### src/qrf_pkg.sv
// Types, codes and saturating helpers for the quartic root finder.
// No dependencies; used by qrf_arith, quartic_root_finder and qrf_checker.
`default_nettype none

package qrf_pkg;

  localparam int QW = 48;
  localparam int MW = 97;

  typedef logic signed [QW-1:0] q_t;

  localparam q_t QMAX = 48'sh7FFF_FFFF_FFFF;
  localparam q_t QMIN = 48'sh8000_0000_0000;

  typedef enum logic [2:0] {
    K_EST    = 3'd0,
    K_CONV   = 3'd1,
    K_LIMIT  = 3'd2,
    K_DIVZ   = 3'd3,
    K_NOSOL  = 3'd4,
    K_NOCONV = 3'd5
  } kind_t;

  typedef enum logic [1:0] {
    M_NONE   = 2'd0,
    M_BISECT = 2'd1,
    M_NEWTON = 2'd2,
    M_SECANT = 2'd3
  } meth_t;

  typedef enum logic [1:0] {
    CFG_METHOD    = 2'd0,
    CFG_PRECISION = 2'd1
  } cfg_t;

  typedef enum logic [1:0] {
    OP_QMUL = 2'd0,
    OP_IMUL = 2'd1,
    OP_DIV  = 2'd2
  } aop_t;

  typedef struct packed {
    logic start;
    aop_t op;
  } areq_t;

  typedef enum logic [1:0] {
    A_IDLE = 2'd0,
    A_MUL  = 2'd1,
    A_DIV  = 2'd2,
    A_FIN  = 2'd3
  } ast_t;

  typedef enum logic [4:0] {
    ST_IDLE, ST_CHECK, ST_ITER, ST_CALL, ST_WAIT,
    ST_POW2, ST_POW3, ST_POW4, ST_TERM, ST_SCALE, ST_ACC,
    ST_UPDATE, ST_NDIV, ST_SMUL, ST_SDIV,
    ST_AG0, ST_AG1, ST_AG2, ST_NEXT, ST_EMIT
  } st_t;

  function automatic logic [QW-1:0] mag(input q_t v);
    mag = v[QW-1] ? QW'(-v) : QW'(v);
  endfunction

  function automatic q_t sat_mag(input logic neg, input logic [MW-1:0] mg);
    if (neg) begin
      if (mg > MW'(48'h8000_0000_0000)) sat_mag = QMIN;
      else sat_mag = q_t'(-mg[QW-1:0]);
    end else begin
      if (mg > MW'(48'h7FFF_FFFF_FFFF)) sat_mag = QMAX;
      else sat_mag = q_t'(mg[QW-1:0]);
    end
  endfunction

  function automatic q_t sat_add(input q_t x, input q_t y);
    logic [QW:0] s;
    s = {x[QW-1], x} + {y[QW-1], y};
    if (s[QW] != s[QW-1]) sat_add = s[QW] ? QMIN : QMAX;
    else sat_add = q_t'(s[QW-1:0]);
  endfunction

  function automatic q_t sat_sub(input q_t x, input q_t y);
    logic [QW:0] s;
    s = {x[QW-1], x} - {y[QW-1], y};
    if (s[QW] != s[QW-1]) sat_sub = s[QW] ? QMIN : QMAX;
    else sat_sub = q_t'(s[QW-1:0]);
  endfunction

  // Decimal scale for the stop test, precision already clamped to nine.
  function automatic q_t pow10(input logic [3:0] pr);
    case (pr)
      4'd0:    pow10 = 48'sd1;
      4'd1:    pow10 = 48'sd10;
      4'd2:    pow10 = 48'sd100;
      4'd3:    pow10 = 48'sd1000;
      4'd4:    pow10 = 48'sd10000;
      4'd5:    pow10 = 48'sd100000;
      4'd6:    pow10 = 48'sd1000000;
      4'd7:    pow10 = 48'sd10000000;
      4'd8:    pow10 = 48'sd100000000;
      default: pow10 = 48'sd1000000000;
    endcase
  endfunction

endpackage

`default_nettype wire

### src/qrf_arith.sv
// Shared multi-cycle multiply / divide unit of the quartic root finder.
// Depends on qrf_pkg.
`default_nettype none

module qrf_arith #(
  parameter int FRAC_BITS = 32
) (
  input  wire logic          clk,
  input  wire logic          rst,
  input  wire qrf_pkg::areq_t req,
  input  wire qrf_pkg::q_t   opa,
  input  wire qrf_pkg::q_t   opb,
  output logic               done,
  output qrf_pkg::q_t        res
);

  localparam int QW  = qrf_pkg::QW;
  localparam int MWL = qrf_pkg::MW;
  localparam int DL  = QW + FRAC_BITS;
  localparam int CW  = $clog2(DL + 1);
  localparam logic [MWL-1:0] HALF = MWL'(1) << (FRAC_BITS - 1);

  qrf_pkg::ast_t ast, ast_next;
  qrf_pkg::aop_t opr;
  logic            neg;
  logic [QW-1:0]   xm, ym, rem, q;
  logic [2*QW-1:0] prod;
  logic [CW-1:0]   cnt;
  logic [DL-1:0]   num;
  logic            over;

  logic [QW:0]     rs, rsub;
  logic            ge, rnd;
  logic [63:0]     pp;
  logic [MWL-1:0]  rq, dmag;
  qrf_pkg::q_t     fin;

  always_ff @(posedge clk) begin
    if (rst) begin
      ast <= qrf_pkg::A_IDLE;
    end else begin
      ast <= ast_next;
    end
  end

  always_comb begin
    ast_next = ast;
    case (ast)
      qrf_pkg::A_IDLE: begin
        if (req.start) ast_next = (req.op == qrf_pkg::OP_DIV) ? qrf_pkg::A_DIV : qrf_pkg::A_MUL;
      end
      qrf_pkg::A_MUL, qrf_pkg::A_DIV: begin
        if (cnt == CW'(1)) ast_next = qrf_pkg::A_FIN;
      end
      qrf_pkg::A_FIN: ast_next = qrf_pkg::A_IDLE;
      default: ast_next = qrf_pkg::A_IDLE;
    endcase
  end

  always_comb begin
    // restoring division, one quotient bit a cycle
    rs   = {rem, num[DL-1]};
    rsub = rs - {1'b0, ym};
    ge   = rs >= {1'b0, ym};
    rnd  = {rem, 1'b0} >= {1'b0, ym};
    // 48 x 16 partial product, top digit of the multiplier first
    pp   = 64'(xm * ym[QW-1:QW-16]);
    if (opr == qrf_pkg::OP_QMUL) rq = ({1'b0, prod} + HALF) >> FRAC_BITS;
    else rq = {1'b0, prod};
    dmag = over ? {MWL{1'b1}} : (MWL'(q) + MWL'(rnd));
    fin  = qrf_pkg::sat_mag(neg, (opr == qrf_pkg::OP_DIV) ? dmag : rq);
  end

  always_ff @(posedge clk) begin
    if (rst) begin
      done <= 1'b0;
    end else begin
      done <= (ast == qrf_pkg::A_FIN);
    end
    case (ast)
      qrf_pkg::A_IDLE: begin
        if (req.start) begin
          opr  <= req.op;
          neg  <= opa[QW-1] ^ opb[QW-1];
          xm   <= qrf_pkg::mag(opa);
          ym   <= qrf_pkg::mag(opb);
          prod <= '0;
          num  <= DL'(qrf_pkg::mag(opa)) << FRAC_BITS;
          rem  <= '0;
          q    <= '0;
          over <= 1'b0;
          cnt  <= (req.op == qrf_pkg::OP_DIV) ? CW'(DL) : CW'(3);
        end
      end
      qrf_pkg::A_MUL: begin
        prod <= (prod << 16) + (2*QW)'(pp);
        ym   <= ym << 16;
        cnt  <= cnt - CW'(1);
      end
      qrf_pkg::A_DIV: begin
        rem  <= ge ? rsub[QW-1:0] : rs[QW-1:0];
        q    <= {q[QW-2:0], ge};
        over <= over | q[QW-1];
        num  <= num << 1;
        cnt  <= cnt - CW'(1);
      end
      qrf_pkg::A_FIN: res <= fin;
      default: ;
    endcase
  end

endmodule

`default_nettype wire

### config.mk
export PLATFORM = sky130hd
export DESIGN_NAME = qrf_arith
export DESIGN_NICKNAME = d
export VERILOG_FILES = /design/src/qrf_pkg.sv /design/src/qrf_arith.sv
export SDC_FILE = /design/constraint.sdc
export NUM_CORES = 2
export LEC_CHECK = 0
export BUFFER_PORTS_ARGS = -buffer_cell sky130_fd_sc_hd__buf_2
export CELL_PAD_IN_SITES_DETAIL_PLACEMENT = 1
export CELL_PAD_IN_SITES_GLOBAL_PLACEMENT = 1
export CORE_MARGIN = 5
export CORE_UTILIZATION = 55
export DETAILED_ROUTE_END_ITERATION = 16
export PLACE_DENSITY = 0.92
export SYNTH_ARGS = -nofsm -noshare
export SYNTH_HDL_FRONTEND = slang
export SYNTH_SLANG_ARGS = --single-unit
### constraint.sdc
create_clock -name clk -period 33.6 [get_ports clk]
set_input_delay 5.04 -clock clk [delete_from_list [all_inputs] [get_ports clk]]
set_output_delay 5.04 -clock clk [all_outputs]
set_load 0.005 [all_outputs]
==> results.toml <==
[yosys]
synth_warnings = 0
synth-simple-area-share_pct = 19.4
ys_ff_latch = 398
synth_ff_type = "edfxtp_1"
synthMuxAreaShare_pct = 2.43
synthArstFlopShare_pct = 0
synthAdderAreaFrac_pct = 31.7
synth_xor_area_share_pct = 4.77
synth_seq_area_share_pct = 22.9
ys_types = 93
synthesis.area_sq_um = 52200
synth_fp_nets = 6772
synth_top_family_by_area = "adder cells"
avgSynthCellArea_sq_um = 9.05
synth-compound-area-share_pct = 9.63
synth_cells = 5766
synth_edf_count = 395

[timing]
hold_violations = 0
fin_crit_ns = 9.46
setup_tns_ns = 0
period_share_pct = 28.1
final_max_slew_viol_count = 0
rsz0062_at_grt = "false"
timing.fmax_ghz = 0.106
finClkSkew_ns = 0.0590
relSlewSlack_pct = 14.6
tightest_slew_ns = 1.25
setup_viol = 0

[global_routing]
grt_usage_pct = 40.0
grt_use_met1_pct = 44.9
antenna_found_initial = 7
overflow = 0
met2_usage_pct = 65.5
grt_max_degree = 87
grt_pass1_wl_um = 311000
grtUsageMet3_pct = 11.2
grt.busiest_layer = "met2"
grt_pass1_vias = 51142

[routing]
routed_wl_um = 205000
final_antenna_net_count = 0
viasPerCell = 6.56
drt_iter0_markers = 5103
avgRoutedWirePerCell_um = 29.2
drc = 0
drtPass1Iterations = 8
vias = 46012

[cts]
clk_pin_slew_ns = 0.07
cts_buffer_depth = 3
cts_buffers = 50
cts_tree = "built"
cts_root_buf = "clkbuf_16"
post_cts_buffers = 0
clock_latency_ns = 0.68
htreeDepth = 2
cts_resized = 0
cts_sinks = 398
postCtsHoldBufs = 0

[place]
place_area_sq_um = 53700
hpwlAfterDp_um = 146000
portBuffers = 149
gp_congestion = 0.970

[setup_path]
critPathBufInv = 5
critical_path.max_fanout = 16
end_kind = "register"
cp_slowest_cell = "edfxtp_1"
path_cells = "nand2_1, fa_1, inv_1, fa_1, inv_1, fa_1, inv_1, fa_1, fa_1, inv_1, fa_1, inv_1, ha_1, and3_1, nand2_1, or3_1, a211oi_1, a2111oi_0, nor3_1, o211ai_1, nand3b_1, nand2_1, nor4_1, mux2i_1"
path_class = "reg2reg"
cpMostUsedCell = "fa_1"
start_kind = "register"
cpPeakStageDelay_ns = 1.05
critPathRequiredTime_ns = 34.00
cpLargestDelayFamily = "adder cells"
cp_data_arrival_time_ns = 9.86

[floorplanning]
dieArea_sq_um = 101000
start_util_pct = 55.2
core-area_sq_um = 94600
boundaryPins = 150
die_h_um = 318
die_w_um = 318
placementRows = 113

[finish]
nets = 6709
fill_cells = 10762
finish.utilization_pct = 58.5
syn2layout_area_growth_pct = 6.03
drive_gt1_share_pct = 7.14
stdcell_area_sq_um = 55300

[status]
status = "finished, final reports clean"

[min_path]
hp-class = "reg2reg"

[flow_run]
drv_cap = 0
flip-flops by register name, summed over array words and instances (netlist names):
register / count
ym: 48
q: 48
xm: 48
cnt: 7
num: 48
done: 1
over: 1
opr: 2
neg: 1
ast: 2
res: 48
prod: 96
rem: 48
per-stage QoR:
stage | setup WS [ns] | instances | hold slack, ns
6_report | 24.14 | 7013 | 0.536
5_1_grt | 24.03 | 7010 | 0.565
4_1_cts | 24.48 | 7008 | 0.544
3_5_place_dp | 24.39 | 6916 | 0.535
3_3_place_gp | 24.49 | 6916 | 0.514
2_1_floorplan | 21.19 | 5766 | 0.460
layer usage:
layer  vias to the layer above  part of all wire, %  wire, um
met5                         -                0.013        27
met4                         4                  9.6     19600
met3                      1225                   10     21400
met2                      3173                   47     96000
met1                     22883                   33     67800
li1                      18727                    -         -
cell usage in the layout, fill, tap and decap left out, drive strengths merged, types with 29 or more instances in the layout:
| master | synthesis | routed |
|---|---|---|
| inv | 962 | 968 |
| nand2 | 760 | 760 |
| fa | 691 | 691 |
| edfxtp | 395 | 395 |
| and2 | 326 | 326 |
| nor2 | 307 | 307 |
| ha | 214 | 214 |
| buf | 38 | 194 |
| o21ai | 189 | 189 |
| a21oi | 155 | 155 |
| xnor2 | 151 | 151 |
| xor2 | 133 | 133 |
| nand4 | 105 | 105 |
| nand3 | 100 | 100 |
| nor3 | 94 | 94 |
| a21o | 88 | 88 |
| mux2i | 65 | 65 |
| nor4 | 64 | 64 |
| clkbuf | 270 | 57 |
| mux2 | 55 | 55 |
| and3 | 47 | 47 |
| o31ai | 46 | 46 |
| or4 | 46 | 46 |
| or3 | 42 | 42 |
| a211oi | 31 | 31 |
| nor2b | 30 | 30 |
| and4 | 29 | 29 |
| o21bai | 29 | 29 |
synth_stat cells (29+ instances only):
library cell / count / area share (%)
o21ai_0: 184 / 1.8
and2_1: 322 / 3.9
and3_1: 47 / 0.56
or3_1: 41 / 0.49
or4_1: 40 / 0.58
nor3_1: 89 / 0.85
inv_1: 962 / 6.9
nor2b_1: 30 / 0.36
edfxtp_1: 395 / 23
nand3_1: 99 / 0.95
nor2_1: 306 / 2.2
xor2_1: 133 / 2.2
xnor2_1: 151 / 2.5
o31ai_1: 46 / 0.66
clkbuf_1: 269 / 1.9
ha_1: 214 / 5.1
mux2_2: 55 / 1.2
nor4_1: 59 / 0.71
nand4_1: 105 / 1.3
fa_1: 691 / 27
nand2_1: 760 / 5.5
mux2i_1: 65 / 1.2
a21oi_1: 155 / 1.5
and4_1: 29 / 0.49
a21o_1: 88 / 1.3
worst paths after layout:
| path | from | to | slack (ns) | cells past startpoint |
|---|---|---|---|---|
| worst min register to register | num[66]$_DFFE_PP_ | num[67]$_DFFE_PP_ | 0.54 | 1 |
| worst min-delay path | num[66]$_DFFE_PP_ | num[67]$_DFFE_PP_ | 0.54 | 1 |
| worst max register to register | xm[32]$_DFFE_PP_ | prod[88]$_SDFFCE_PN0P_ | 24.14 | 24 |
| worst max-delay path | xm[32]$_DFFE_PP_ | prod[88]$_SDFFCE_PN0P_ | 24.14 | 24 |
logic make-up (layout without fill, tap and decap cells):
family	count (synthesis)	after routing
fa+ha+maj	905	905
mux	120	120
simple gates	2030	2030
other cells	0	5
compound gates	755	755
flops	398	398
xor+xnor	284	284
buf+inv	1274	1251
cell type report:
class                           instances  area [sq um]  share of cell area, %
Clock inverter                         35           370                  0.670
Antenna cell                            5          12.5                 0.0226
Multi-Input combinational cell       4094         35400                   64.1
Sequential cell                       398         11900                   21.6
Inverter                              965          3620                   6.55
Tap cell                             1265          1580                   2.86
Timing Repair Buffer                  194          1080                   1.96
Clock buffer                           57          1280                   2.31
Power is not shown: default switching activity piles up to over one toggle a cycle in this logic, so the estimate is an artifact.
